`src/rtl/pts_pkg.sv`:
```
// pts_pkg: shared types, register indexes and codes for the polled threshold switch
// no dependencies; imported by every module under rtl
package pts_pkg;

  localparam int PERIOD_BITS_DEFAULT = 16;
  localparam int TEMP_BITS = 12;
  localparam int CFG_INDEX_BITS = 3;
  localparam int CFG_DATA_BITS = 32;

  localparam logic [TEMP_BITS-1:0] THRESHOLD_RESET = TEMP_BITS'(200);
  localparam int HEATUP_RESET = 15;
  localparam int COOLDOWN_RESET = 60;

  localparam logic [CFG_INDEX_BITS-1:0] CFG_ENABLE = 3'd0;
  localparam logic [CFG_INDEX_BITS-1:0] CFG_THRESHOLD = 3'd1;
  localparam logic [CFG_INDEX_BITS-1:0] CFG_HEATUP = 3'd2;
  localparam logic [CFG_INDEX_BITS-1:0] CFG_COOLDOWN = 3'd3;
  localparam logic [CFG_INDEX_BITS-1:0] CFG_TRIGGER = 3'd4;
  localparam logic [CFG_INDEX_BITS-1:0] CFG_INVERT = 3'd5;
  localparam logic [CFG_INDEX_BITS-1:0] CFG_ARM_REQ = 3'd6;

  localparam logic [1:0] ZONE_UNKNOWN = 2'd0;
  localparam logic [1:0] ZONE_LOW = 2'd1;
  localparam logic [1:0] ZONE_HIGH = 2'd2;

  localparam logic [1:0] TRIG_LEVEL = 2'd0;
  localparam logic [1:0] TRIG_RISING = 2'd1;
  localparam logic [1:0] TRIG_FALLING = 2'd2;

  localparam logic MODE_TICK = 1'b0;
  localparam logic MODE_ARM = 1'b1;

  typedef struct packed {
    logic                 mode;
    logic [TEMP_BITS-1:0] temperature;
    logic                 arm_value;
  } item_t;

  typedef struct packed {
    logic       switch_on;
    logic       switch_written;
    logic       is_armed;
    logic [1:0] zone;
  } result_t;

  typedef struct packed {
    logic                 enable;
    logic [TEMP_BITS-1:0] threshold;
    logic [1:0]           trigger_mode;
    logic                 invert_output;
    logic                 arm_required;
    logic                 arm_load;
  } ctrl_t;

endpackage

```
`src/rtl/pts_cfg.sv`:
```
// pts_cfg: configuration register file, written through the cfg channel
// depends on pts_pkg
module pts_cfg #(
  parameter int PERIOD_BITS = pts_pkg::PERIOD_BITS_DEFAULT
) (
  input  logic                                clk,
  input  logic                                rst,
  input  logic                                wr,
  input  logic [pts_pkg::CFG_INDEX_BITS-1:0]  index,
  input  logic [pts_pkg::CFG_DATA_BITS-1:0]   data,
  output pts_pkg::ctrl_t                      ctrl,
  output logic [PERIOD_BITS-1:0]              heatup_period,
  output logic [PERIOD_BITS-1:0]              cooldown_period
);
  import pts_pkg::*;

  logic                 enable;
  logic [TEMP_BITS-1:0] threshold;
  logic [1:0]           trigger_mode;
  logic                 invert_output;
  logic                 arm_required;
  logic                 arm_load;

  always_ff @(posedge clk) begin
    if (rst) begin
      enable          <= 1'b0;
      threshold       <= THRESHOLD_RESET;
      heatup_period   <= PERIOD_BITS'(HEATUP_RESET);
      cooldown_period <= PERIOD_BITS'(COOLDOWN_RESET);
      trigger_mode    <= TRIG_LEVEL;
      invert_output   <= 1'b0;
      arm_required    <= 1'b0;
      arm_load        <= 1'b0;
    end else begin
      arm_load <= 1'b0;
      if (wr) begin
        unique case (index)
          CFG_ENABLE:    enable          <= data[0];
          CFG_THRESHOLD: threshold       <= data[TEMP_BITS-1:0];
          CFG_HEATUP:    heatup_period   <= data[PERIOD_BITS-1:0];
          CFG_COOLDOWN:  cooldown_period <= data[PERIOD_BITS-1:0];
          CFG_TRIGGER:   trigger_mode    <= data[1:0];
          CFG_INVERT:    invert_output   <= data[0];
          CFG_ARM_REQ: begin
            arm_required <= data[0];
            arm_load     <= 1'b1;
          end
          default: ;
        endcase
      end
    end
  end

  assign ctrl = '{enable: enable, threshold: threshold, trigger_mode: trigger_mode,
                  invert_output: invert_output, arm_required: arm_required,
                  arm_load: arm_load};

endmodule

```
`src/rtl/pts_step.sv`:
```
// pts_step: poll counter, zone and switch state, and the per-item update logic
// depends on pts_pkg; control from pts_cfg
module pts_step #(
  parameter int PERIOD_BITS = pts_pkg::PERIOD_BITS_DEFAULT
) (
  input  logic                   clk,
  input  logic                   rst,
  input  logic                   fire,
  input  pts_pkg::item_t         item,
  input  pts_pkg::ctrl_t         ctrl,
  input  logic [PERIOD_BITS-1:0] heatup_period,
  input  logic [PERIOD_BITS-1:0] cooldown_period,
  output pts_pkg::result_t       result
);
  import pts_pkg::*;

  localparam logic [PERIOD_BITS-1:0] COUNT_MAX = '1;

  logic [PERIOD_BITS-1:0] poll_count, poll_count_next;
  logic [PERIOD_BITS-1:0] poll_period, poll_period_next;
  logic [1:0]             zone_state, zone_state_next;
  logic                   armed_flag, armed_flag_next;
  logic                   switch_level, switch_level_next;
  logic                   wrote;

  logic [PERIOD_BITS-1:0] count_inc;
  logic [1:0]             zone_new;
  logic                   edge_mode;
  logic                   drive;
  logic                   want;

  always_comb begin
    count_inc = (poll_count != COUNT_MAX) ? poll_count + 1'b1 : poll_count;
    zone_new  = (item.temperature >= ctrl.threshold) ? ZONE_HIGH : ZONE_LOW;
    edge_mode = (ctrl.trigger_mode == TRIG_RISING) || (ctrl.trigger_mode == TRIG_FALLING);
    unique case (ctrl.trigger_mode)
      TRIG_RISING: begin
        drive = (zone_state == ZONE_LOW) && (zone_new == ZONE_HIGH);
        want  = 1'b1;
      end
      TRIG_FALLING: begin
        drive = (zone_state == ZONE_HIGH) && (zone_new == ZONE_LOW);
        want  = 1'b0;
      end
      default: begin
        drive = 1'b1;
        want  = (zone_new == ZONE_HIGH);
      end
    endcase
  end

  always_comb begin
    poll_count_next   = poll_count;
    poll_period_next  = poll_period;
    zone_state_next   = zone_state;
    armed_flag_next   = armed_flag;
    switch_level_next = switch_level;
    wrote             = 1'b0;
    if (fire) begin
      if (item.mode == MODE_ARM) begin
        if (ctrl.arm_required) begin
          armed_flag_next = item.arm_value;
        end
      end else if (ctrl.enable) begin
        poll_count_next = count_inc;
        if (count_inc >= poll_period) begin
          poll_count_next = '0;
          if (zone_new != zone_state) begin
            if (drive && armed_flag) begin
              if (ctrl.arm_required && edge_mode) begin
                armed_flag_next = 1'b0;
              end
              if (switch_level != (want ^ ctrl.invert_output)) begin
                switch_level_next = want ^ ctrl.invert_output;
                wrote             = 1'b1;
              end
            end
            poll_period_next = (zone_new == ZONE_HIGH) ? cooldown_period : heatup_period;
            zone_state_next  = zone_new;
          end
        end
      end
    end
  end

  always_ff @(posedge clk) begin
    if (rst) begin
      poll_count   <= PERIOD_BITS'(HEATUP_RESET);
      poll_period  <= PERIOD_BITS'(HEATUP_RESET);
      zone_state   <= ZONE_UNKNOWN;
      armed_flag   <= 1'b1;
      switch_level <= 1'b0;
    end else begin
      poll_count   <= poll_count_next;
      poll_period  <= poll_period_next;
      zone_state   <= zone_state_next;
      switch_level <= switch_level_next;
      armed_flag   <= ctrl.arm_load ? !ctrl.arm_required : armed_flag_next;
    end
  end

  assign result = '{switch_on: switch_level_next, switch_written: wrote,
                    is_armed: armed_flag_next, zone: zone_state_next};

endmodule

```
`src/rtl/pts_obuf.sv`:
```
// pts_obuf: two-entry result buffer between the update logic and the result channel
// depends on pts_pkg
module pts_obuf (
  input  logic             clk,
  input  logic             rst,
  input  logic             push,
  input  pts_pkg::result_t din,
  output logic             space,
  output logic             valid,
  input  logic             pop,
  output pts_pkg::result_t dout
);
  import pts_pkg::*;

  result_t    d0, d1;
  logic [1:0] count, count_next;

  assign space = (count != 2'd2);
  assign valid = (count != 2'd0);
  assign dout  = d0;

  always_comb begin
    count_next = count;
    if (push && !pop) begin
      count_next = count + 2'd1;
    end else if (pop && !push) begin
      count_next = count - 2'd1;
    end
  end

  always_ff @(posedge clk) begin
    if (rst) begin
      count <= 2'd0;
    end else begin
      count <= count_next;
    end
  end

  always_ff @(posedge clk) begin
    if (push && pop) begin
      if (count == 2'd1) begin
        d0 <= din;
      end else begin
        d0 <= d1;
        d1 <= din;
      end
    end else if (push) begin
      if (count == 2'd0) begin
        d0 <= din;
      end else begin
        d1 <= din;
      end
    end else if (pop) begin
      d0 <= d1;
    end
  end

endmodule

```
`src/rtl/polled_threshold_switch_core.sv`:
```
// polled_threshold_switch_core: top level of the polled threshold switch
// depends on pts_pkg, pts_cfg, pts_step, pts_obuf
//
// usage:
//   item channel (item_valid/item_ready/item): one tick or arm command per transfer
//   result channel (result_valid/result_ready/result): one result per item, in order
//   cfg channel (cfg_valid/cfg_ready/cfg_index/cfg_data): register writes, always ready; the user must
//     issue them only while no item is in flight, unenforced by the block; indexes past the last register are dropped
// timing:
//   an item is captured in the input register, updated against the switch state when the
//   result buffer has space and lands in a two-entry result buffer, which offers the result
//   on the result channel; throughput is one item per cycle while the buffer has space,
//   set by the combinational state update loop
// stalls:
//   while result_ready is low the buffer absorbs two results and the input register one
//   more item; item_ready drops only when all three are occupied
// reset:
//   rst clears registers to their reset values, zone unknown, switch off, armed, and the
//   poll counter loaded so the first enabled tick polls
module polled_threshold_switch_core #(
  parameter int PERIOD_BITS = pts_pkg::PERIOD_BITS_DEFAULT
) (
  input  logic                               clk,
  input  logic                               rst,
  input  logic                               item_valid,
  output logic                               item_ready,
  input  pts_pkg::item_t                     item,
  output logic                               result_valid,
  input  logic                               result_ready,
  output pts_pkg::result_t                   result,
  input  logic                               cfg_valid,
  output logic                               cfg_ready,
  input  logic [pts_pkg::CFG_INDEX_BITS-1:0] cfg_index,
  input  logic [pts_pkg::CFG_DATA_BITS-1:0]  cfg_data
);
  import pts_pkg::*;

  ctrl_t                  ctrl;
  logic [PERIOD_BITS-1:0] heatup_period;
  logic [PERIOD_BITS-1:0] cooldown_period;
  logic                   s1_valid;
  item_t                  s1_item;
  logic                   ob_space;
  logic                   step_fire;
  result_t                step_result;

  assign cfg_ready  = 1'b1;
  assign step_fire  = s1_valid && ob_space;
  assign item_ready = !s1_valid || ob_space;

  always_ff @(posedge clk) begin
    if (rst) begin
      s1_valid <= 1'b0;
    end else if (item_ready) begin
      s1_valid <= item_valid;
    end
  end

  always_ff @(posedge clk) begin
    if (item_ready && item_valid) begin
      s1_item <= item;
    end
  end

  pts_cfg #(.PERIOD_BITS(PERIOD_BITS)) u_cfg (
    .clk             (clk),
    .rst             (rst),
    .wr              (cfg_valid && cfg_ready),
    .index           (cfg_index),
    .data            (cfg_data),
    .ctrl            (ctrl),
    .heatup_period   (heatup_period),
    .cooldown_period (cooldown_period)
  );

  pts_step #(.PERIOD_BITS(PERIOD_BITS)) u_step (
    .clk             (clk),
    .rst             (rst),
    .fire            (step_fire),
    .item            (s1_item),
    .ctrl            (ctrl),
    .heatup_period   (heatup_period),
    .cooldown_period (cooldown_period),
    .result          (step_result)
  );

  pts_obuf u_obuf (
    .clk   (clk),
    .rst   (rst),
    .push  (step_fire),
    .din   (step_result),
    .space (ob_space),
    .valid (result_valid),
    .pop   (result_valid && result_ready),
    .dout  (result)
  );

`ifndef SYNTHESIS
  a_ready_when_empty: assert property (@(posedge clk) disable iff (rst)
    !result_valid |-> item_ready)
    else $error("item channel stalled with empty result buffer");

  a_arm_no_write: assert property (@(posedge clk) disable iff (rst)
    step_fire && s1_item.mode == MODE_ARM |-> !step_result.switch_written)
    else $error("arm command wrote the switch");

  a_disabled_no_write: assert property (@(posedge clk) disable iff (rst)
    step_fire && !ctrl.enable |-> !step_result.switch_written)
    else $error("switch written while disabled");

  a_written_flips: assert property (@(posedge clk) disable iff (rst)
    step_fire && ctrl.enable && s1_item.mode == MODE_TICK && step_result.switch_written
    |=> step_fire |-> step_result.switch_on == $past(step_result.switch_on)
        || step_result.switch_written)
    else $error("switch level changed without a write");

  a_zone_valid: assert property (@(posedge clk) disable iff (rst)
    result_valid |-> result.zone != 2'd3)
    else $error("illegal zone code on result");
`endif

endmodule
```
`config.mk`:
```
export PLATFORM = sky130hd
export DESIGN_NAME = polled_threshold_switch_core
export DESIGN_NICKNAME = d
export VERILOG_FILES = /design/src/rtl/pts_pkg.sv /design/src/rtl/pts_cfg.sv /design/src/rtl/pts_step.sv /design/src/rtl/pts_obuf.sv /design/src/rtl/polled_threshold_switch_core.sv
export SDC_FILE = /design/constraint.sdc
export NUM_CORES = 1
export LEC_CHECK = 0
export ABC_AREA = 1
export BUFFER_PORTS_ARGS = -buffer_cell sky130_fd_sc_hd__buf_4
export CELL_PAD_IN_SITES_DETAIL_PLACEMENT = 1
export CELL_PAD_IN_SITES_GLOBAL_PLACEMENT = 1
export CORE_MARGIN = 2
export CORE_UTILIZATION = 35
export CTS_CLUSTER_SIZE = 24
export DETAILED_ROUTE_END_ITERATION = 12
export PLACE_DENSITY_LB_ADDON = 0.25
export SLEW_MARGIN = 5
export SYNTH_ARGS = -nofsm -noshare
export SYNTH_HDL_FRONTEND = slang
export SYNTH_SLANG_ARGS = --single-unit
export TNS_END_PERCENT = 5
```
`constraint.sdc`:
```
create_clock -name clk -period 6.8 [get_ports clk]
set_input_delay 1.02 -clock clk [delete_from_list [all_inputs] [get_ports clk]]
set_output_delay 1.02 -clock clk [all_outputs]
set_load 0.005 [all_outputs]
```
==> flow_summary.json <==
{
  "period_share": 0.620,
  "clk_pin_slew_ns": 0.06,
  "setup_tns_ns": 0,
  "cap_violations": 0,
  "drt_wl_total_mm": 13.6,
  "reg2reg_depth": 25,
  "cts_root_buf": "clkbuf_16",
  "yosysSeqAreaShare": 0.448,
  "slew_headroom": 0.360,
  "finalSetupViolCount": 0,
  "hold_path_class": "reg -> reg",
  "via_count": 4764,
  "antenna_found_initial": 0,
  "met1_usage": 0.213,
  "min_period_ns": 4.22,
  "cts_tree": "yes",
  "die_w_um": 130,
  "power_w": 0.00186,
  "grt_util_met3": 0.0332,
  "synthesis.area_um2": 5580,
  "cts_setup_buffers": 0,
  "die-area_um2": 17000,
  "path_class": "reg -> reg",
  "required_ns": 6.97,
  "irDropWorstVdd_uv": 158,
  "fin_worst_skew_ns": 0.0116,
  "arrival_ns": 4.39,
  "timing.final.ws_setup_ns": 2.58,
  "port_buffers": 44,
  "rows": 46,
  "ys_ff_latch": 113,
  "gp_congestion": 0.786,
  "dp_cells": 953,
  "h-tree-depth": 4,
  "clock_latency_ns": 0.42,
  "first_pass_iters": 4,
  "finalNonFillerCells": 985,
  "die_h_um": 130,
  "tightest_slew_ns": 0.956,
  "holdPathStages": 2,
  "timing.fmax_mhz": 237,
  "start_kind": "flip-flop",
  "slew_violations": 0,
  "synth_cell_type_count": 40,
  "grt_max_degree": 69,
  "leakagePower_nw": 3.00,
  "synth.net_count": 801,
  "drc": 0,
  "fillers": 1916,
  "grt_busiest_layer": "met2",
  "post_drt_via_cell_ratio": 4.84,
  "wl_per_cell_um": 13.8,
  "ios": 62,
  "hpwlAfterDp_mm": 9.76,
  "layout_commonest_cell": "nand2_1",
  "cts_sinks": 113,
  "ant_nets": 0,
  "grt_pass1_vias": 4816,
  "area_growth_pct": 20.2,
  "hold_viol_final": 0,
  "cts_buffers": 17,
  "pre_cts_slack_ns": 2.57,
  "diodes": 0,
  "initial_core_util": 0.355,
  "grt-ovfl-total": 0,
  "drive_above_1_share": 0.129,
  "holdBufCountCts": 0,
  "end_kind": "flip-flop",
  "cts_resized": 0,
  "core-area_um2": 15700,
  "synthCells": 711,
  "p_per_area_nw_per_um2": 277,
  "rsz0062_at_grt": "false",
  "hold_ws_ns": 0.452,
  "layout_common_cells": "111 x nand2_1, 104 x inv_1, 95 x nor2_1, 89 x dfxtp_1, 65 x o21ai_0",
  "clk_path_buf_depth": 2,
  "track_usage": 0.171,
  "outcome": "completed",
  "final_nets": 846,
  "avgSynthCellArea_um2": 7.85,
  "grt_pass1_wl_mm": 22.7,
  "global_route.usage.met2": 0.291,
  "cp_max_fo": 18,
  "drt-initial-drc-count": 231,
  "yosys_warnings": 0
}
path summary, 6_finish.rpt:
check,from,endpoint,slack (ns)
max reg2reg,u_step.poll_count[0]$_SDFFE_PP1P_,u_obuf.dout[4]$_DFFE_PP_,2.58
min,u_cfg.heatup_period[13]$_SDFFE_PP0P_,u_cfg.heatup_period[13]$_SDFFE_PP0P_,0.45
max,u_step.poll_count[0]$_SDFFE_PP1P_,u_obuf.dout[4]$_DFFE_PP_,2.58
min reg2reg,u_cfg.heatup_period[13]$_SDFFE_PP0P_,u_cfg.heatup_period[13]$_SDFFE_PP0P_,0.45
worst max-delay path: stages, from the launching register on:
cell and delay [ns]:
dfxtp_1 0.37, ha_1 0.22, nand2_1 0.11, nor2_4 0.12, nand3_2 0.09, nor2_2 0.13, nand2_2 0.11, nor3_4 0.22
nand2_4 0.14, nand3b_1 0.14, inv_1 0.06, nand2_1 0.07, xor2_1 0.19, inv_1 0.08, ha_1 0.30, nand4_1 0.10
nor3_1 0.27, nand3_1 0.11, nand3_1 0.19, nand2_1 0.16, inv_2 0.13, nand2_4 0.16, o21ai_2 0.18, nand2_1 0.11
a21oi_1 0.15, nand2_1 0.06
through the flow:
step	utilization	instance area, um^2
6_report	0.427	6710
5_1_grt	0.427	6710
4_1_cts	0.427	6710
3_5_place_dp	0.389	6120
3_3_place_gp	0.389	6120
2_1_floorplan	-	5580
sequential cells by signal, summed over array words and instances (netlist names), 5 cells and up:
signal and cells:
u_cfg.cooldown_period 16, u_cfg.heatup_period 16, u_step.poll_count 16, u_step.poll_period 16, s1_item 14, u_cfg.threshold 12, u_obuf.d1 5, u_obuf.dout 5
synthesized netlist by cell type, drive strengths merged:
master,number,area share
nand2,115,0.081
inv,109,0.073
nor2,100,0.070
dfxtp,89,0.32
o21ai,68,0.062
a21oi,54,0.050
ha,36,0.081
edfxtp,24,0.13
nand3,23,0.022
clkbuf,15,0.010
o211ai,13,0.017
a211oi,12,0.016
nor3,9,0.013
a22oi,7,0.0094
buf,7,0.0069
xor2,6,0.0094
nand4,5,0.0056
a31oi,3,0.0034
o21a,3,0.0040
xnor2,3,0.0047
nand3b,2,0.0027
o21bai,2,0.0027
o311ai,2,0.0031
a21boi,1,0.0013
conb,1,0.00067
o31ai,1,0.0013
or2,1,0.0011
kinds of logic after synthesis:
family / Yosys count / synth area share
AO/OA/AOI/OAI: 166 / 0.170
XOR/XNOR: 9 / 0.0141
adder cells (fa/ha/maj): 36 / 0.0807
buffers and inverters: 131 / 0.0904
flip-flops: 113 / 0.448
other: 1 / 0.000672
AND/OR/NAND/NOR: 255 / 0.195
layer usage:
metal / share of wire / vias up
li1: - / 2428
met1: 0.47 / 2255
met2: 0.48 / 62
met3: 0.025 / 19
met4: 0.017 / 0
met5: 0 / -
area by class of cell:
type | count | area [um^2] | share of cell area
Clock inverter | 7 | 41.3 | 0.00616
Sequential cell | 113 | 2500 | 0.373
Multi-Input combinational cell | 467 | 2570 | 0.384
Tap cell | 216 | 270 | 0.0403
Inverter | 109 | 409 | 0.0610
Clock buffer | 25 | 549 | 0.0819
Timing Repair Buffer | 48 | 360 | 0.0537
where the power goes:
part           total (W)  switching (W)  internal (W)
logic           0.000234       0.000142     0.0000920
clock network   0.000869       0.000312      0.000557
registers       0.000754      0.0000167      0.000738
(Power assumes the default switching activity.)
